File: config.mk
export PLATFORM = sky130hd
export DESIGN_NAME = i2c_master_transaction_sequencer_flat
export DESIGN_NICKNAME = d
export VERILOG_FILES = /design/src/rtl/i2cs_pkg.sv /design/src/rtl/i2cs_if.sv /design/src/rtl/i2cs_fifo.sv /design/src/rtl/i2c_master_transaction_sequencer.sv /design/src/flat_wrapper.sv
export SDC_FILE = /design/constraint.sdc
export NUM_CORES = 1
export LEC_CHECK = 0
export CORE_MARGIN = 2
export CORE_UTILIZATION = 60
export DETAILED_ROUTE_END_ITERATION = 7
export DONT_BUFFER_PORTS = 1
export PLACE_DENSITY = 0.84
export SYNTH_ARGS = -nofsm -noshare
export SYNTH_HDL_FRONTEND = slang
export SYNTH_HIERARCHICAL = 1
export SYNTH_SLANG_ARGS = --single-unit
File: constraint.sdc
create_clock -name i_clk -period 20.6 [get_ports i_clk]
set_clock_uncertainty 0.15 [all_clocks]
set_input_delay 1.03 -clock i_clk [delete_from_list [all_inputs] [get_ports i_clk]]
set_output_delay 1.03 -clock i_clk [all_outputs]
set_load 0.005 [all_outputs]
File: src/rtl/i2cs_pkg.sv
package i2cs_pkg;

    localparam logic [1:0] OP_ENQUEUE = 2'd0;
    localparam logic [1:0] OP_PUSH    = 2'd1;
    localparam logic [1:0] OP_POLL    = 2'd2;
    localparam logic [1:0] OP_TICK    = 2'd3;

    localparam logic [2:0] CMD_NONE      = 3'd0;
    localparam logic [2:0] CMD_START     = 3'd1;
    localparam logic [2:0] CMD_SEND      = 3'd2;
    localparam logic [2:0] CMD_READ_ACK  = 3'd3;
    localparam logic [2:0] CMD_READ_NACK = 3'd4;
    localparam logic [2:0] CMD_STOP      = 3'd5;
    localparam logic [2:0] CMD_RESET     = 3'd6;

    localparam logic [7:0] ST_START     = 8'h08;
    localparam logic [7:0] ST_RSTART    = 8'h10;
    localparam logic [7:0] ST_SLAW_ACK  = 8'h18;
    localparam logic [7:0] ST_DATW_ACK  = 8'h28;
    localparam logic [7:0] ST_DATW_NACK = 8'h30;
    localparam logic [7:0] ST_SLAR_ACK  = 8'h40;
    localparam logic [7:0] ST_DATR_ACK  = 8'h50;
    localparam logic [7:0] ST_DATR_NACK = 8'h58;

    localparam logic [15:0] TIMEOUT_RESET = 16'd5000;

    typedef struct packed {
        logic [1:0] operation;
        logic [6:0] target_addr;
        logic [7:0] write_count;
        logic [7:0] read_count;
        logic [7:0] write_byte;
        logic       engine_done;
        logic [7:0] bus_status;
        logic [7:0] rx_byte;
        logic       stop_pending;
    } t_in_word;

    typedef struct packed {
        logic       accepted;
        logic [2:0] command;
        logic [7:0] command_byte;
        logic       read_valid;
        logic [7:0] read_byte;
        logic       done_valid;
        logic       done_ok;
        logic [7:0] done_read_total;
    } t_out_word;

    typedef struct packed {
        logic [7:0] read_count;
        logic [7:0] write_count;
        logic [6:0] target_addr;
    } t_req;

endpackage

File: src/rtl/i2cs_if.sv
interface i2cs_in_if;
    logic                valid;
    logic                ready;
    i2cs_pkg::t_in_word  data;
    modport source (output valid, output data, input ready);
    modport sink   (input valid, input data, output ready);
endinterface

interface i2cs_out_if;
    logic                valid;
    logic                ready;
    i2cs_pkg::t_out_word data;
    modport source (output valid, output data, input ready);
    modport sink   (input valid, input data, output ready);
endinterface

File: src/rtl/i2cs_fifo.sv
module i2cs_fifo #(
    parameter int W     = 8,
    parameter int DEPTH = 8,
    parameter int DROPW = 8,
    localparam int CW   = $clog2(DEPTH + 1)
) (
    input  logic             i_clk,
    input  logic             i_rst_n,
    input  logic             i_push,
    input  logic [W-1:0]     i_push_data,
    input  logic [DROPW-1:0] i_drop,
    output logic [W-1:0]     o_head,
    output logic [CW-1:0]    o_count
);
    localparam int AW = (DEPTH > 1) ? $clog2(DEPTH) : 1;
    localparam int MW = (CW > DROPW) ? CW : DROPW;
    localparam int SW = CW + 1;

    logic [W-1:0]  mem [DEPTH];
    logic [AW-1:0] r_rd, n_rd, wa;
    logic [CW-1:0] r_count, n_count, k;
    logic          r_load, n_load, push_ok;
    logic [W-1:0]  r_cache, n_cache, r_rdata, head;
    logic [SW-1:0] wsum, rsum;

    always_comb begin
        k       = (MW'(i_drop) > MW'(r_count)) ? r_count : CW'(i_drop);
        push_ok = i_push && (r_count < CW'(DEPTH));
        wsum    = SW'(r_rd) + SW'(r_count);
        wa      = (wsum >= SW'(DEPTH)) ? AW'(wsum - SW'(DEPTH)) : AW'(wsum);
        rsum    = SW'(r_rd) + SW'(k);
        n_rd    = (rsum >= SW'(DEPTH)) ? AW'(rsum - SW'(DEPTH)) : AW'(rsum);
        n_count = r_count + CW'(push_ok) - k;
        head    = r_load ? r_rdata : r_cache;
        n_cache = head;
        if (push_ok && (r_count == '0)) begin
            n_cache = i_push_data;
        end
        // refetch the head word whenever the read side advances and entries remain
        n_load  = (k != '0) && (n_count != '0);
    end

    always_ff @(posedge i_clk) begin
        if (push_ok) begin
            mem[wa] <= i_push_data;
        end
        r_rdata <= mem[n_rd];
        r_cache <= n_cache;
    end

    always_ff @(posedge i_clk) begin
        if (!i_rst_n) begin
            r_rd    <= '0;
            r_count <= '0;
            r_load  <= 1'b0;
        end else begin
            r_rd    <= n_rd;
            r_count <= n_count;
            r_load  <= n_load;
        end
    end

    assign o_head  = head;
    assign o_count = r_count;
endmodule

File: src/rtl/i2c_master_transaction_sequencer.sv
// I2C master transaction sequencer. Each input word is an enqueue, a write
// data push, an engine poll or a one-millisecond tick; every accepted word
// yields exactly one result word, held in an output register and shown the
// cycle after acceptance. One word is taken per clock: ready is high while
// the output register is empty or being taken this cycle, so a steady
// stream runs at one word per cycle, limited only by that register. The
// request queue and the write data FIFO live in synchronous memories; each
// keeps its head word in a show-ahead register that is refetched from the
// memory as the head advances, so back-to-back pops are served from the
// read data directly. No clearing pass is needed after reset.
// timeout_ms is written through i_cfg_we / i_cfg_wdata; the user must
// write it only while the block is idle (not enforced); it resets to 5000.
module i2c_master_transaction_sequencer #(
    parameter int QUEUE_DEPTH      = 8,
    parameter int WRITE_FIFO_DEPTH = 64
) (
    input  logic        i_clk,
    input  logic        i_rst_n,
    input  logic        i_cfg_we,
    input  logic [15:0] i_cfg_wdata,
    i2cs_in_if.sink     i_in,
    i2cs_out_if.source  o_out
);
    import i2cs_pkg::*;

    localparam int QCW = $clog2(QUEUE_DEPTH + 1);
    localparam int FCW = $clog2(WRITE_FIFO_DEPTH + 1);

    typedef enum logic [3:0] {
        PH_IDLE, PH_RESET, PH_START_DO, PH_START_TX, PH_ADDR,
        PH_WRITE_FIRST, PH_WRITE, PH_RSTART_DO, PH_RSTART_TX,
        PH_READ_FIRST, PH_READ, PH_STOP_DO, PH_STOP_TX, PH_FAILED
    } t_phase;

    t_phase    r_phase, n_phase;
    logic [15:0] r_timeout;
    logic [15:0] r_elapsed, n_elapsed;
    logic [6:0]  r_addr, n_addr;
    logic [7:0]  r_wl, n_wl, r_rl, n_rl, r_rdn, n_rdn;
    logic        r_out_valid;
    t_out_word   r_out, n_out;

    t_in_word    w;
    logic        in_fire, busy, tmo, fin, fin_ok, start, q_push, f_push;
    t_req        start_req, q_head, q_new;
    logic [QCW-1:0] q_count;
    logic [FCW-1:0] f_count;
    logic [7:0]  f_head, f_drop;
    logic        q_drop;

    assign w       = i_in.data;
    assign i_in.ready = !r_out_valid || o_out.ready;
    assign in_fire = i_in.valid && i_in.ready;
    assign busy    = !w.engine_done;
    assign tmo     = r_elapsed >= r_timeout;
    assign q_new   = '{read_count: w.read_count, write_count: w.write_count,
                       target_addr: w.target_addr};

    i2cs_fifo #(.W($bits(t_req)), .DEPTH(QUEUE_DEPTH), .DROPW(1)) u_queue (
        .i_clk(i_clk), .i_rst_n(i_rst_n), .i_push(q_push), .i_push_data(q_new),
        .i_drop(q_drop), .o_head(q_head), .o_count(q_count)
    );

    i2cs_fifo #(.W(8), .DEPTH(WRITE_FIFO_DEPTH), .DROPW(8)) u_wfifo (
        .i_clk(i_clk), .i_rst_n(i_rst_n), .i_push(f_push),
        .i_push_data(w.write_byte), .i_drop(f_drop), .o_head(f_head),
        .o_count(f_count)
    );

    always_comb begin
        n_phase   = r_phase;
        n_elapsed = r_elapsed;
        n_addr    = r_addr;
        n_wl      = r_wl;
        n_rl      = r_rl;
        n_rdn     = r_rdn;
        n_out     = '0;
        fin       = 1'b0;
        fin_ok    = 1'b0;
        start     = 1'b0;
        start_req = q_head;
        q_push    = 1'b0;
        f_push    = 1'b0;
        f_drop    = '0;
        q_drop    = 1'b0;
        if (in_fire) begin
            unique case (w.operation)
                OP_ENQUEUE: begin
                    // reject empty requests and a full queue
                    if (!((w.write_count == '0) && (w.read_count == '0))
                            && (q_count < QCW'(QUEUE_DEPTH))) begin
                        q_push         = 1'b1;
                        n_out.accepted = 1'b1;
                        if (r_phase == PH_IDLE) begin
                            start     = 1'b1;
                            start_req = q_new;
                        end
                    end
                end
                OP_PUSH: begin
                    if (f_count < FCW'(WRITE_FIFO_DEPTH)) begin
                        f_push         = 1'b1;
                        n_out.accepted = 1'b1;
                    end
                end
                OP_TICK: begin
                    if (r_elapsed != 16'hFFFF) begin
                        n_elapsed = r_elapsed + 16'd1;
                    end
                end
                OP_POLL: begin
                    unique case (r_phase)
                        PH_RESET, PH_STOP_TX: begin
                            if (w.stop_pending) begin
                                // stop stuck past the deadline: reset engine
                                if (r_phase == PH_STOP_TX && tmo) begin
                                    n_out.command = CMD_RESET;
                                    n_phase       = PH_RESET;
                                end
                            end else if (q_count != '0) begin
                                start = 1'b1;
                            end else begin
                                n_phase = PH_IDLE;
                            end
                        end
                        PH_START_DO, PH_RSTART_DO: begin
                            n_out.command = CMD_START;
                            n_phase = (r_phase == PH_START_DO) ? PH_START_TX
                                                               : PH_RSTART_TX;
                        end
                        PH_START_TX, PH_RSTART_TX: begin
                            if (busy) begin
                                fin = tmo;
                            end else if (w.bus_status != ST_START
                                    && w.bus_status != ST_RSTART) begin
                                fin = 1'b1;
                            end else begin
                                n_out.command      = CMD_SEND;
                                n_out.command_byte = {r_addr, r_wl == '0};
                                n_phase            = PH_ADDR;
                            end
                        end
                        PH_ADDR: begin
                            if (busy) begin
                                fin = tmo;
                            end else if ((w.bus_status != ST_SLAW_ACK || r_wl == '0)
                                    && w.bus_status != ST_SLAR_ACK) begin
                                fin = 1'b1;
                            end else begin
                                n_phase = (w.bus_status == ST_SLAW_ACK)
                                        ? PH_WRITE_FIRST : PH_READ_FIRST;
                            end
                        end
                        PH_WRITE_FIRST, PH_WRITE: begin
                            if (r_phase == PH_WRITE && busy) begin
                                fin = tmo;
                            end else if (r_phase == PH_WRITE
                                    && w.bus_status != ST_DATW_ACK
                                    && (w.bus_status != ST_DATW_NACK || r_wl != '0)) begin
                                fin = 1'b1;
                            end else if (r_wl == '0) begin
                                if (r_rl != '0) begin
                                    n_phase = PH_RSTART_DO;
                                end else begin
                                    fin    = 1'b1;
                                    fin_ok = 1'b1;
                                end
                            end else begin
                                // an empty FIFO sends a zero byte
                                n_out.command      = CMD_SEND;
                                n_out.command_byte = (f_count != '0) ? f_head : 8'd0;
                                f_drop             = 8'd1;
                                n_wl               = r_wl - 8'd1;
                                n_phase            = PH_WRITE;
                            end
                        end
                        PH_READ_FIRST, PH_READ: begin
                            if (r_phase == PH_READ && busy) begin
                                fin = tmo;
                            end else if (r_phase == PH_READ
                                    && w.bus_status != ST_DATR_ACK
                                    && w.bus_status != ST_DATR_NACK) begin
                                fin = 1'b1;
                            end else begin
                                if (r_phase == PH_READ) begin
                                    n_out.read_valid = 1'b1;
                                    n_out.read_byte  = w.rx_byte;
                                    if (r_rl != '0) begin
                                        n_rl = r_rl - 8'd1;
                                    end
                                    n_rdn = r_rdn + 8'd1;
                                end
                                if (n_rl != '0) begin
                                    n_out.command = (n_rl > 8'd1) ? CMD_READ_ACK
                                                                  : CMD_READ_NACK;
                                    n_phase       = PH_READ;
                                end else begin
                                    fin    = 1'b1;
                                    fin_ok = 1'b1;
                                end
                            end
                        end
                        PH_STOP_DO: begin
                            n_out.command = CMD_STOP;
                            n_phase       = PH_STOP_TX;
                        end
                        PH_FAILED: begin
                            n_out.command = CMD_RESET;
                            n_phase       = PH_RESET;
                        end
                        default: begin
                        end
                    endcase
                end
                default: begin
                end
            endcase
        end
        if (fin) begin
            // report completion, drop unsent write bytes, retire the head
            n_out.done_valid      = 1'b1;
            n_out.done_ok         = fin_ok;
            n_out.done_read_total = n_rdn;
            f_drop                = r_wl;
            n_wl                  = '0;
            q_drop                = q_count != '0;
            n_phase               = fin_ok ? PH_STOP_DO : PH_FAILED;
        end
        if (start) begin
            n_phase   = PH_START_DO;
            n_elapsed = '0;
            n_addr    = start_req.target_addr;
            n_wl      = start_req.write_count;
            n_rl      = start_req.read_count;
            n_rdn     = '0;
        end
    end

    always_ff @(posedge i_clk) begin
        if (!i_rst_n) begin
            r_phase     <= PH_IDLE;
            r_timeout   <= TIMEOUT_RESET;
            r_elapsed   <= '0;
            r_wl        <= '0;
            r_rl        <= '0;
            r_rdn       <= '0;
            r_out_valid <= 1'b0;
        end else begin
            r_phase   <= n_phase;
            r_elapsed <= n_elapsed;
            r_wl      <= n_wl;
            r_rl      <= n_rl;
            r_rdn     <= n_rdn;
            if (i_cfg_we) begin
                r_timeout <= i_cfg_wdata;
            end
            if (in_fire) begin
                r_out_valid <= 1'b1;
            end else if (o_out.ready) begin
                r_out_valid <= 1'b0;
            end
        end
    end

    always_ff @(posedge i_clk) begin
        r_addr <= n_addr;
        if (in_fire) begin
            r_out <= n_out;
        end
    end

    assign o_out.valid = r_out_valid;
    assign o_out.data  = r_out;
endmodule

File: src/flat_wrapper.sv
// flat-port wrapper written by rule: the top's interface ports become plain ports
module i2c_master_transaction_sequencer_flat import i2cs_pkg::*;
#(
    parameter int QUEUE_DEPTH      = 8,
    parameter int WRITE_FIFO_DEPTH = 64
)
  (i_clk, i_rst_n, i_cfg_we, i_cfg_wdata, i_in_valid, i_in_data, i_in_ready, o_out_valid, o_out_data, o_out_ready);
  i2cs_in_if i_in_i ();
  i2cs_out_if o_out_i ();
  input  logic i_clk;
  input  logic i_rst_n;
  input  logic i_cfg_we;
  input  logic [15:0] i_cfg_wdata;
  input wire logic [$bits(i_in_i.valid)-1:0] i_in_valid;
  input wire logic [$bits(i_in_i.data)-1:0] i_in_data;
  output wire logic [$bits(i_in_i.ready)-1:0] i_in_ready;
  output wire logic [$bits(o_out_i.valid)-1:0] o_out_valid;
  output wire logic [$bits(o_out_i.data)-1:0] o_out_data;
  input wire logic [$bits(o_out_i.ready)-1:0] o_out_ready;
  assign i_in_i.valid = i_in_valid;
  assign i_in_i.data = i_in_data;
  assign i_in_ready = i_in_i.ready;
  assign o_out_valid = o_out_i.valid;
  assign o_out_data = o_out_i.data;
  assign o_out_i.ready = o_out_ready;
  i2c_master_transaction_sequencer #(.QUEUE_DEPTH(QUEUE_DEPTH), .WRITE_FIFO_DEPTH(WRITE_FIFO_DEPTH)) u_core (.i_clk(i_clk), .i_rst_n(i_rst_n), .i_cfg_we(i_cfg_we), .i_cfg_wdata(i_cfg_wdata), .i_in(i_in_i), .o_out(o_out_i));
endmodule
### Word level (Yosys, flattened, before mapping)

Memory sizes are Yosys's and may differ from the RTL's. A register that Yosys moved wholly into a read port is not among the register bits.
Index checks and enable logic that the tools add are counted.

| storage, ports and cells | value |
|---|---|
| bits in registers | 152 |
| memory bits (writable) | 696 |
| bits of input ports | 72 |
| output and inout port bits | 33 |
| memories | 2 |

Memory list:

| memory | depth | bits a word | rd ports | clocked after Yosys merged registers in | write ports | RTL line | text |
|---|---|---|---|---|---|---|---|
| u_core.u_wfifo.mem | 64 | 8 | 1 | 1 | 1 | i2cs_fifo.sv:19 | `logic [W-1:0] mem [DEPTH];` |
| u_core.u_queue.mem | 8 | 23 | 1 | 1 | 1 | i2cs_fifo.sv:19 |  |

| cells by class | value |
|---|---|
| add/subtract/negate cells | 16 |
| $lt $le $gt $ge | 10 |
| equal/unequal tests | 55 |
| muxes and demuxes | 128 |
| bitwise logic cells | 4 |
| reductions and logical operators | 64 |

Operators with widths:

| kind | count |
|---|---|
| 8-bit two-way mux | 36 |
| 23-bit two-way mux | 6 |
| 4-bit two-way mux | 20 |
| 1-bit two-way mux | 39 |
| 4-bit by 2-bit != test with 1-bit output (second input constant) | 9 |
| 11-bit two-way mux | 3 |
| 4-bit case mux with 8 select lines | 1 |
| 10-bit two-way mux | 3 |
| 15-bit AND reduction | 2 |
| 3-bit two-way mux | 9 |
| 4-bit == test (second input constant) | 6 |
| 8-bit zero test | 3 |
| 3-bit by 2-bit != test with 1-bit output (second input constant) | 8 |
| 8-bit by 7-bit != test with 1-bit output (second input constant) | 3 |
| 8-bit nonzero test | 3 |
| 3-bit case mux with 7 select lines | 1 |
| 7-bit nonzero test | 3 |
| 1-bit logical AND | 18 |
| 16-bit by 1-bit adder with 16-bit output (second input constant) | 1 |
| 6-bit by 7-bit adder with 8-bit output | 2 |
| 4-bit by 3-bit == test with 1-bit output (second input constant) | 4 |
| 16-bit greater-or-equal comparator | 1 |
| 8-bit by 7-bit greater-or-equal comparator with 1-bit output (second input constant) | 2 |
| 16-bit != test (second input constant) | 1 |
| 53 further kinds | 93 |

### Logic depth before layout (Yosys ltp)

| depth | value |
|---|---|
| depth in word-level cells | 21 |
| mapped depth | 30 |
| depth with buffers taken out | 28 |

### Cells and area by module

Netlist, hierarchy kept.

By module, submodules not included:

| module | instances | cells an instance | area an instance (um^2) |
|---|---|---|---|
| i2cs_fifo at u_core.u_wfifo | 1 | 1,138 | 21,777.1 |
| i2cs_fifo at u_core.u_queue | 1 | 436 | 9,106.2 |
| i2c_master_transaction_sequencer | 1 | 666 | 6,053.3 |

### Worst setup path before layout

No wires, ideal clock.

| timing | value |
|---|---|
| path kind | input to register |
| from | input port i_in_data[10] |
| to | register u_core.u_wfifo.r_rdata[0], read port of u_core.u_wfifo.mem |
| setup time | 0.134 ns |
| arrival | 6.929 ns |
| required time | 20.316 ns |
| setup slack | 13.386 ns |
| stages | 24 |
| path buffers | 5 |
| cells stage by stage | nor4_4 -> nand4_1 -> o211a_1 -> o31a_1 -> o21ai_1 -> o21a_2 -> buf_4 -> buf_2 -> nor2_1 -> ha_1 -> and4_1 -> and2_1 -> a21oi_1 -> clkbuf_1 -> nor2_1 -> a21oi_1 -> inv_1 -> ha_1 -> buf_1 -> clkbuf_1 -> mux4_2 -> nand3_1 -> nand4_1 -> mux4_2 |

| between the ends | value |
|---|---|
| cells in the longest elaborated chain, start to end | 14 |

RTL lines:

| element | RTL line | text |
|---|---|---|
| from (decl) | flat_wrapper.sv:15 | `input wire logic [$bits(i_in_i.data)-1:0] i_in_data;` |
| 8-bit by 7-bit != test with 1-bit output (tied with other cells) | i2c_master_transaction_sequencer.sv:181 | `&& w.bus_status != ST_DATR_ACK` |
| 1-bit logical AND (tied with other cells) | i2c_master_transaction_sequencer.sv:181 |  |
| 1-bit logical AND (on tied branches) | i2c_master_transaction_sequencer.sv:182, i2c_master_transaction_sequencer.sv:147, i2c_master_transaction_sequencer.sv:159 |  |
| 1-bit two-way mux (on tied branches) | i2c_master_transaction_sequencer.sv:180, i2c_master_transaction_sequencer.sv:146, i2c_master_transaction_sequencer.sv:157 |  |
| 1-bit two-way mux (on tied branches) | i2c_master_transaction_sequencer.sv:178, i2c_master_transaction_sequencer.sv:144, i2c_master_transaction_sequencer.sv:155 |  |
| 1-bit case mux with 4 select lines (*) | i2c_master_transaction_sequencer.sv:112 | `unique case (r_phase)` |
| 1-bit two-way mux (*) | i2c_master_transaction_sequencer.sv:87 | `unique case (w.operation)` |
| 1-bit two-way mux (*) | i2c_master_transaction_sequencer.sv:86 | `if (in_fire) begin` |
| 8-bit two-way mux (*) | i2c_master_transaction_sequencer.sv:219 | `if (fin) begin` |
| via u_core.f_drop[1] | i2c_master_transaction_sequencer.sv:48 | `logic [7:0] f_head, f_drop;` |
| 8-bit by 7-bit > comparator with 1-bit output | i2cs_fifo.sv:27 | `k = (MW'(i_drop) > MW'(r_count)) ? r_count : CW'(i_drop);` |
| 7-bit two-way mux (*) | i2cs_fifo.sv:27 |  |
| 6-bit by 7-bit adder with 8-bit output (*) | i2cs_fifo.sv:31 | `rsum = SW'(r_rd) + SW'(k);` |
| 8-bit by 7-bit greater-or-equal comparator with 1-bit output or 6-bit by 1-bit subtractor with 6-bit output (tied branches) | i2cs_fifo.sv:32 | `n_rd = (rsum >= SW'(DEPTH)) ? AW'(rsum - SW'(DEPTH)) : AW'(rsum);` |
| 6-bit two-way mux (*) | i2cs_fifo.sv:32 |  |
| via u_core.u_wfifo.n_rd[0] | i2cs_fifo.sv:20 | `logic [AW-1:0] r_rd, n_rd, wa;` |
| to (decl) | i2cs_fifo.sv:23 | `logic [W-1:0] r_cache, n_cache, r_rdata, head;` |

The timed path passes the listed nets; every way through them passes the cells marked *.
A chain may end at the register's enable or synchronous reset.

### Worst setup path after layout

| timing | value |
|---|---|
| from | register u_core.r_phase[1] |
| to | register u_core.u_wfifo.r_rdata[1], read port of u_core.u_wfifo.mem |

| between the ends | value |
|---|---|
| cells in the longest elaborated chain, start to end | 20 |

RTL lines:

| element | RTL line | text |
|---|---|---|
| from (decl) | i2c_master_transaction_sequencer.sv:35 | `t_phase r_phase, n_phase;` |
| from (signal assigned) | i2c_master_transaction_sequencer.sv:249 | `r_phase <= n_phase;` |
| 4-bit == test | n/a |  |
| 8-bit two-way mux | i2c_master_transaction_sequencer.sv:185 | `if (r_phase == PH_READ) begin` |
| 8-bit two-way mux | i2c_master_transaction_sequencer.sv:180 | `end else if (r_phase == PH_READ` |
| 8-bit two-way mux | i2c_master_transaction_sequencer.sv:178 | `if (r_phase == PH_READ && busy) begin` |
| 8-bit two-way mux | i2c_master_transaction_sequencer.sv:112 |  |
| 8-bit two-way mux | i2c_master_transaction_sequencer.sv:87 |  |
| 8-bit two-way mux | i2c_master_transaction_sequencer.sv:86 |  |
| 8-bit nonzero test | i2c_master_transaction_sequencer.sv:193 | `if (n_rl != '0) begin` |
| [... 6 more ...] | n/a |  |
| via u_core.fin | i2c_master_transaction_sequencer.sv:44 | `logic in_fire, busy, tmo, fin, fin_ok, start, q_push, f_push;` |
| 8-bit two-way mux (*) | i2c_master_transaction_sequencer.sv:219 |  |
| via u_core.f_drop[3] | i2c_master_transaction_sequencer.sv:48 |  |
| 8-bit by 7-bit > comparator with 1-bit output | i2cs_fifo.sv:27 |  |
| 7-bit two-way mux (*) | i2cs_fifo.sv:27 |  |
| 6-bit by 7-bit adder with 8-bit output (*) | i2cs_fifo.sv:31 |  |
| 8-bit by 7-bit greater-or-equal comparator with 1-bit output or 6-bit by 1-bit subtractor with 6-bit output (tied branches) | i2cs_fifo.sv:32 |  |
| 6-bit two-way mux (*) | i2cs_fifo.sv:32 |  |
| via u_core.u_wfifo.n_rd[1] | i2cs_fifo.sv:20 |  |

The timed path passes the listed nets; every way through them passes the cells marked *. The select of a mux whose other input is x is not followed.

==> flow_summary.yaml <==
clock_network:
  postCtsResizedCells: 0
  clk_pin_slew_ns: 0.06
  clock_sink_count: 879
  cts_buffers: 86
  postCtsSetupRepairBufs: 0
  cts_root_buf: "clkbuf_16"
  htree_num_levels: 3
  clock_latency_ns: 0.66
  cts_hold_buf: 0
  cts_buffer_depth: 3
  cts_tree: "built"
global_route:
  grt_pass1_wl_um: 132000
  grt_usage_pct: 27.8
  grt_overflow: 0
  grt_antenna_before_repair: 0
  grt_max_degree: 73
  grt_pass1_vias: 21300
die:
  die_w_um: 252
  die_area_um2: 63600
  initial_core_util_pct: 61.0
  die_h_um: 252
  rows: 90
  coreArea_um2: 60600
  ios: 105
timing:
  finalCritPeriodShare_pct: 46.7
  finalSetupViolCount: 0
  worst_slew_pin_slew_ns: 1.29
  max_freq_ghz: 0.104
  hold_violations: 0
  timing.slew.headroom_pct: 13.5
  tns_ns: 0
  period_needed_ns: 9.62
  rsz0062_at_grt: "no"
  slew_viol_final: 0
worst_setup_path:
  crit_fanout: 72
  worstSetupStartpointType: "flip-flop"
  critPathCaptureType: "flip-flop"
  worstPathArrival_ns: 9.98
  cp.required_ns: 20.95
  crit_type: "flip-flop to flip-flop"
synthesis:
  syn_inst: 2240
  synth-main-ff-cell: "edfxtp_1"
  avgSynthCellArea_um2: 16.5
  ys_seq_area_share_pct: 67.5
  syn_area_um2: 36900
  yosysUniqueCellTypes: 99
  syn_nets: 2372
  synth-edff-count: 734
  ys.warnings.count: 6
  asyncSetResetFlopFracSynth_pct: 0
  synth-seq-cells: 879
route:
  wl_met1_um: 30900
  wl_met2_um: 44600
  drc: 0
  dr_wl_met3_um: 8890
  avgRoutedWirePerCell_um: 28.3
  num_vias: 21000
  top_layer: "met4"
  drtPass1Iterations: 6
  drtIter0Drc: 2338
  drtAntennaViolNets: 0
  wl_um: 87500
  drt-vias-per-instance: 6.77
final_layout:
  antenna_cells: 0
  drive_gt1_share_pct: 20.0
  syn_to_final_growth_pct: 10.2
  utilization_pct: 67.2
  fill_cells: 3751
  final_net_count: 2375
place:
  io_buffers: 0
  dp_hpwl_um: 50400
  gp_congestion: 0.902
flow_run:
  drv_cap: 0
outcome:
  status: "finished, final reports clean"
power:
  peakVddDrop_mv: 0.0997
  p_leak_uw: 0.0133
  powerDensity_nw_per_um2: 115
min_path:
  hold_path_class: "primary input to flip-flop"
stage by stage:
step	setup WS (ns)	hold slack, ns	instances	area, um^2	total power, uW
final	10.98	0.320	3097	40700	4680
after detailed placement	11.03	0.337	2937	37700	2980
after global routing	10.52	0.290	3097	40700	4810
after CTS	11.18	0.288	3097	40700	4680
after floorplan	13.39	0.311	2240	36900	2710
after global placement	11.13	0.331	2937	37700	2940
state kept, by name (all words and copies together), names as in the netlist, 3 cells and up:
name and flops:
u_core/o_out.data 31, u_core/r_timeout 16, u_core/u_queue/mem 184, u_core/r_elapsed 16
u_core/r_addr 7, u_core/u_wfifo/r_rdata 8, u_core/u_queue/o_count 4, u_core/u_wfifo/o_count 7
u_core/r_rdn 8, u_core/r_phase 4, u_core/u_queue/r_rdata 23, u_core/r_rl 8
u_core/u_queue/r_rd 3, u_core/u_queue/r_cache 23, u_core/u_wfifo/r_rd 6, u_core/u_wfifo/r_cache 8
u_core/u_wfifo/mem 512, u_core/r_wl 8
kinds of logic after synthesis:
logic type,synth area share [%]
DFF,67.5
AOI/OAI and AO/OA,3.11
muxes,15.3
xor gates and xnor gates,1.67
and+or+nand+nor,8.17
other,0.0102
adders and majority gates,2.18
buffers and inverters,2.05
per-layer routing:
metal / track usage (%) / vias up
met1: 35.2 / 10500
met4: 10.2 / 0
met3: 6.28 / 248
met5: 0 / -
li1: - / 8780
met2: 47.5 / 1417
final cells by class:
cell class                 instances  area, um^2  share of cell area, %
sequential                       879       24900                   61.3
multi-input combinational       1198       11400                   27.9
clock buffer                     102        2260                   5.56
tap                              782         978                   2.40
clock inverter                    58         786                   1.93
inverter                          58         218                  0.535
timing repair buffer              20         150                  0.369
worst paths after layout:
path	from	end	slack, ns	depth (start not counted)
worst max-delay path	u_core/r_phase[1]	u_core/u_wfifo/r_rdata[1]	10.98	23
worst min-delay path	i_in_data[45]	u_core/u_queue/mem[0][3]	0.32	0
worst max register to register	u_core/r_phase[1]	u_core/u_wfifo/r_rdata[1]	10.98	23
worst min register to register	u_core/r_timeout[7]	u_core/r_timeout[7]	0.34	2
Yosys cell counts (all sizes together), types with 32 or more instances:
cell | count | area, um^2
a21oi | 35 | 175
and2 | 32 | 203
buf | 38 | 277
clkbuf | 66 | 254
dfxtp | 145 | 2900
edfxtp | 734 | 22000
ha | 54 | 676
inv | 57 | 214
mux2 | 97 | 1160
mux2i | 38 | 380
mux4 | 182 | 4100
nand2 | 70 | 270
nand3 | 148 | 741
nand4 | 44 | 275
nor2 | 189 | 709
xnor2 | 39 | 398
worst max-delay path: stages (launching register included):
cell	delay, ns
dfxtp_1	0.87
nand4bb_1	0.52
nor3_1	0.38
mux2i_1	0.15
and4b_4	0.22
a21oi_1	0.21
o21a_2	0.49
inv_2	0.17
and2_1	0.26
ha_1	0.31
o21ai_0	0.08
a21oi_1	0.19
o21ai_1	0.13
a21oi_1	0.74
nor2_1	0.08
a21oi_1	0.26
inv_1	0.14
ha_4	0.19
fa_4	1.46
buf_4	0.95
mux4_2	0.47
nand3_1	0.12
nand4_1	0.27
mux4_2	0.54
report_power, final:
part           internal (uW)  switching (uW)  total (uW)
Combinational            367             573         940
Sequential              2010            43.6        2050
Clock                   1010             685        1690
layout by cell type (no fill, tap or decap), drive strengths merged, types with 39 or more instances in the layout:
cell	n
nor2	189
nand2	70
inv	63
ha	54
dfxtp	145
nand4	44
nand3	148
mux4	182
edfxtp	734
clkbuf	102
xnor2	39
mux2	97
Power figures use the tool's default switching activity.
